$ cat config.mk
export PLATFORM = sky130hd
export DESIGN_NAME = rsum_alu
export DESIGN_NICKNAME = d
export VERILOG_FILES = /design/src/sv/rsum_pkg.sv /design/src/sv/rsum_alu.sv
export SDC_FILE = /design/constraint.sdc
export NUM_CORES = 1
export LEC_CHECK = 0
export ABC_AREA = 1
export BUFFER_PORTS_ARGS = -buffer_cell sky130_fd_sc_hd__buf_2
export CAP_MARGIN = 5
export CORE_AREA = 8 8 124 126
export DETAILED_ROUTE_END_ITERATION = 6
export DIE_AREA = 0 0 132 134
export PLACE_DENSITY = 0.59
export SLEW_MARGIN = 20
export SYNTH_ARGS = -nofsm -noshare
export SYNTH_HDL_FRONTEND = slang
export SYNTH_SLANG_ARGS = --single-unit
$ cat constraint.sdc
create_clock -name vclk -period 3.4
set_clock_uncertainty 0.15 [all_clocks]
set_input_delay 0.17 -clock vclk [all_inputs]
set_output_delay 0.17 -clock vclk [all_outputs]
set_load 0.005 [all_outputs]
$ cat src/sv/rsum_pkg.sv
// Shared widths, defaults and adder operation codes for the range-sum tree.
package rsum_pkg;

   localparam int POS_W = 10;
   localparam int VAL_W = 32;
   localparam int SUM_W = 42;
   localparam int DEFAULT_LEAVES = 1024;

   localparam int REQ_TDATA_W = 64;
   localparam int RSP_TDATA_W = 48;

   localparam logic ALU_ADD = 1'b0;
   localparam logic ALU_SUB = 1'b1;

   localparam logic OP_ASSIGN = 1'b0;
   localparam logic OP_QUERY  = 1'b1;

   typedef logic [SUM_W-1:0] sum_type;

   function automatic sum_type sign_extend(input logic [VAL_W-1:0] v);
      sign_extend = {{(SUM_W - VAL_W){v[VAL_W-1]}}, v};
   endfunction

endpackage

$ cat src/sv/rsum_alu.sv
// Shared adder/subtractor used for every tree sum and difference.
module rsum_alu (
   input  logic             op,
   input  rsum_pkg::sum_type a,
   input  rsum_pkg::sum_type b,
   output rsum_pkg::sum_type y
);

   always_comb begin
      case (op)
         rsum_pkg::ALU_ADD: y = a + b;
         rsum_pkg::ALU_SUB: y = a - b;
         default:           y = a + b;
      endcase
   end

endmodule

==> flow_summary.ini, run 1 <==
[place]
dp_slack_ns = 0.102
place_area_um2 = 5620
dp_hpwl_um = 15300
routabilityCongestion = 0.901
io_buffers = 127

[logic_synthesis]
synth.area.top_cells = nand2_1, inv_1, ha_1, nor2_1, xor2_1
yosysTopAreaCell = nand2_1
synth_nets = 1076
synth_top_area_frac = 0.276
yosys-top-cells-count = nand2_1, inv_1, nor2_1, nand3_1, xor2_1
syn_area_um2 = 4630
ys_types = 34
yosysMostFrequentCell = nand2_1
syn_inst = 948
yosys_warnings = 0
avgSynthCellArea_um2 = 4.88
ys_seq_area_frac = 0

[critical_path]
crit_path_max_fanout = 5
worstPathArrival_ns = 2.86
end_kind = output pin
start_kind = input pin
required_ns = 3.08
cp_top_family = simple AND/OR/NAND/NOR gates
worstPathCellList = buf_2, inv_1, ha_4, nand3_2, nor2_4, nand3_4, o21ai_4, xor2_2, ha_4, nand2_1, inv_1, a21oi_1, inv_1, a21oi_2, nand3_1, nand2_1, nand3_1, nand2_1, buf_2
crit_type = in2out
cp_slowest_cell = ha_4
max_stage_delay_ns = 0.25
path_buf_inv = 5

[global_routing]
grt_usage = 0.179
grt_first_pass_wirelength_um = 26500
grt_pass1_vias = 5562
grt_max_degree = 33
grt_antenna_before_repair = 0
grt.overflow.total = 0

[cells_and_area]
fillers = 1619
multiInputGateArea_um2 = 4020
nFlopsAndLatches = 0
design_area_um2 = 5770
drive_above_1_share = 0.193
final-seq-area_um2 = 0
clkbuf_count = 0
syn2layout_area_growth_pct = 24.7
antenna_cells = 0
fin_nets = 1221

[sta]
drv_slew = 0
setup_slack_ns = 0.221
hold_viol = 0
slew_headroom = 0.722
setup_viol = 0
max_freq_mhz = 315
worst_pin_slew_ns = 0.414
fin_crit_sh = 0.935
finalSetupTns_ns = 0
rsz0062_at_grt = false
fin_crit_ns = 3.18

[floorplan]
placementRows = 43
die_area_um2 = 17700
die_y_um = 134
start_util = 0.343
coreArea_um2 = 13500
dieWidth_um = 132
ioPinCount = 127

[route]
routed_wl_um = 16900
wl_per_cell_um = 13.3
final_antenna_net_count = 0
first_iter_violations = 413
drcViolationCount = 0
dr.pass1.iters = 6
vias_per_cell = 4.61
vias = 5856

[worst_hold_path]
hold_class = in2out

[power_and_ir_drop]
irDropWorstVdd_v = 0.0000658
p_leak_nw = 3.45
p_per_area_nw_per_um2 = 216

[status]
status = finished clean

[clock_tree]
cts_hold_buf = 0

[job]
cap_violations = 0
[layout make-up]
cell class,instances,area share
multi-input cells,750,0.696
inverters,193,0.125
repair buffers,148,0.140
well taps,180,0.0390
[cells in the final DEF (no fill, tap or decap), drive strengths merged]
master    n
a31oi     3
xnor2    16
xor2     43
nand2   345
fa        1
a21oi    41
and2      1
inv     193
ha       42
buf     148
nand4     5
nor3     16
o21a      1
nand3    60
a21o      1
or2       2
nor3b     1
o21ai    26
nor2    142
nand3b    1
o21bai    3
[routing by layer]
layer | global-route usage | vias up | share of wire
li1 | - | 3159 | -
met1 | 0.237 | 2551 | 0.48
met2 | 0.318 | 138 | 0.47
met3 | 0.0135 | 8 | 0.044
met4 | 0.0179 | 0 | 0.0096
met5 | 0 | - | 0
[power by group]
| group | internal [mW] | switching, mW | total, mW |
|---|---|---|---|
| Sequential | 0 | 0 | 0 |
| Clock | 0 | 0 | 0 |
| Combinational | 0.492 | 0.756 | 1.25 |
| Total | 0.492 | 0.756 | 1.25 |
[worst paths after layout]
| path | start | end | slack, ns | depth (start not counted) |
|---|---|---|---|---|
| worst max-delay path | b[1] | y[41] | 0.22 | 19 |
| worst min-delay path | b[0] | y[0] | 0.55 | 4 |
[stage by stage]
step           instances  power [mW]   util  hold slack (ns)
3_3_place_gp        1269        1.21  0.416            0.528
5_1_grt             1271        1.40  0.427            0.599
2_1_floorplan        948       0.762      -            0.321
3_5_place_dp        1269        1.21  0.416            0.553
4_1_cts             1269        1.22  0.416            0.554
6_report            1271        1.25  0.427            0.555
[worst min-delay path, stage by stage]
cell and delay, ns:
buf_2 0.10, ha_1 0.12, inv_1 0.03, buf_2 0.11
[cells by family (layout without fill, tap and decap cells)]
| family | after synthesis | count (layout) | synth area share |
|---|---|---|---|
| compound gates | 75 | 75 | 0.0903 |
| xor+xnor | 59 | 59 | 0.112 |
| fa+ha+maj | 43 | 43 | 0.118 |
| buf+inv | 198 | 341 | 0.161 |
| simple gates | 573 | 573 | 0.519 |
[timing repair]
| action | in CTS | in global routing |
|---|---|---|
| gates resized for setup | 0 | 29 |
| endpoints found under the setup margin | 0 | 22 |
| setup buffers | 0 | 2 |
(Power assumes the default switching activity.)
==> run 2, diff against run 1 <==
- RECOVER_POWER: default -> 100
==> run 2 against run 1 <==
  * First-iteration DRC count decreased by 3.4%
  * Sequential share of layout area unchanged
  * Routed wire length decreased by 0.43%
  * Largest cell class unchanged
  * Sequential cell count unchanged
  * Via count decreased by 0.10%
  * Count of clock-buffer cells in the layout unchanged
  * Worst hold slack improved by 0.0013 ns
  * Final cell count unchanged
  * Power decreased by 1.4%
  * Critical path depth unchanged
  * Fmax increased by 0.80%
==> flow_summary.ini, run 2 (synthesis gave the netlist of run 1 again) <==
[route]
final_antenna_net_count = 0
routed_wl_um = 16800
first_iter_violations = 399
drcViolationCount = 0
vias_per_cell = 4.60
dr.pass1.iters = 5
vias = 5850
wl_per_cell_um = 13.2

[critical_path]
worstPathArrival_ns = 2.83
end_kind = output pin
start_kind = input pin
crit_type = in2out
crit_path_max_fanout = 5
required_ns = 3.08

[global_routing]
grt_pass1_vias = 5562
grt.overflow.total = 0
grt_antenna_before_repair = 0
grt_max_degree = 33
grt_usage = 0.179
grt_first_pass_wirelength_um = 26500

[status]
status = finished clean

[floorplan]
coreArea_um2 = 13500
ioPinCount = 127
die_y_um = 134
dieWidth_um = 132
die_area_um2 = 17700
start_util = 0.343
placementRows = 43

[cells_and_area]
antenna_cells = 0
fin_nets = 1221
clkbuf_count = 0
drive_above_1_share = 0.173
final-seq-area_um2 = 0
fillers = 1629
layout_common_cells = nand2_1, inv_1, nor2_1, buf_2, nand3_1
syn2layout_area_growth_pct = 23.8
layout_commonest_cell = nand2_1
nFlopsAndLatches = 0

[place]
io_buffers = 127
dp_hpwl_um = 15300
routabilityCongestion = 0.901

[sta]
fin_crit_ns = 3.15
setup_viol = 0
max_freq_mhz = 317
slew_headroom = 0.723
finalSetupTns_ns = 0
fin_crit_sh = 0.928
drv_slew = 0
hold_viol = 0
rsz0062_at_grt = false
worst_pin_slew_ns = 0.412

[job]
cap_violations = 0

[power_and_ir_drop]
irDropWorstVdd_v = 0.0000613
power_mw = 1.23
p_per_area_nw_per_um2 = 215
p_leak_nw = 3.38

[worst_hold_path]
hold_class = in2out

[clock_tree]
cts_hold_buf = 0
run 2: critical path: stages:
cell      delay, ns
clkbuf_1       0.09
inv_1          0.11
ha_4           0.17
nand3_2        0.13
nor2_4         0.18
nand3_4        0.11
o21ai_4        0.24
xor2_2         0.23
ha_4           0.25
nand2_1        0.13
inv_1          0.07
a21oi_1        0.19
inv_1          0.07
a21oi_2        0.16
nand3_1        0.16
nand2_1        0.09
nand3_1        0.06
nand2_1        0.10
buf_2          0.13
run 2: path summary, 6_finish.rpt:
check,from,depth (start not counted),slack (ns),endpoint
worst min-delay path,b[0],4,0.56,y[0]
worst max-delay path,b[1],19,0.25,y[41]
run 2: what timing repair did:
action | 4_1_cts | 5_1_grt
setup endpoints to repair | 0 | 22
resized for setup | 0 | 29
hold endpoints to repair | 0 | 0
setup buffers | 0 | 2
run 2: layer usage:
layer  vias to the layer above  track usage  part of all wire
met3                         8       0.0135             0.047
met4                         0       0.0179            0.0097
met1                      2545        0.237              0.47
li1                       3159            -                 -
met5                         -            0                 0
met2                       138        0.318              0.47
run 2: stage by stage:
| step | area (um2) | hold WS [ns] | instances | util | setup WS, ns |
|---|---|---|---|---|---|
| 2_1_floorplan | 4630 | 0.321 | 948 | - | 0.745 |
| 3_3_place_gp | 5620 | 0.528 | 1269 | 0.416 | 0.169 |
| 3_5_place_dp | 5620 | 0.553 | 1269 | 0.416 | 0.102 |
| 4_1_cts | 5620 | 0.554 | 1269 | 0.416 | 0.104 |
| 5_1_grt | 5730 | 0.599 | 1271 | 0.424 | 0.00508 |
| 6_report | 5730 | 0.556 | 1271 | 0.424 | 0.246 |
run 2: power breakdown:
group	internal (mW)	switching, mW
sequential	0	0
combinational	0.475	0.755
clock	0	0
run 2: cell type report:
class | count | area [um2] | area share
Tap cell | 180 | 225 | 0.0393
Inverter | 193 | 724 | 0.126
Multi-Input combinational cell | 750 | 4000 | 0.698
Timing Repair Buffer | 148 | 783 | 0.137
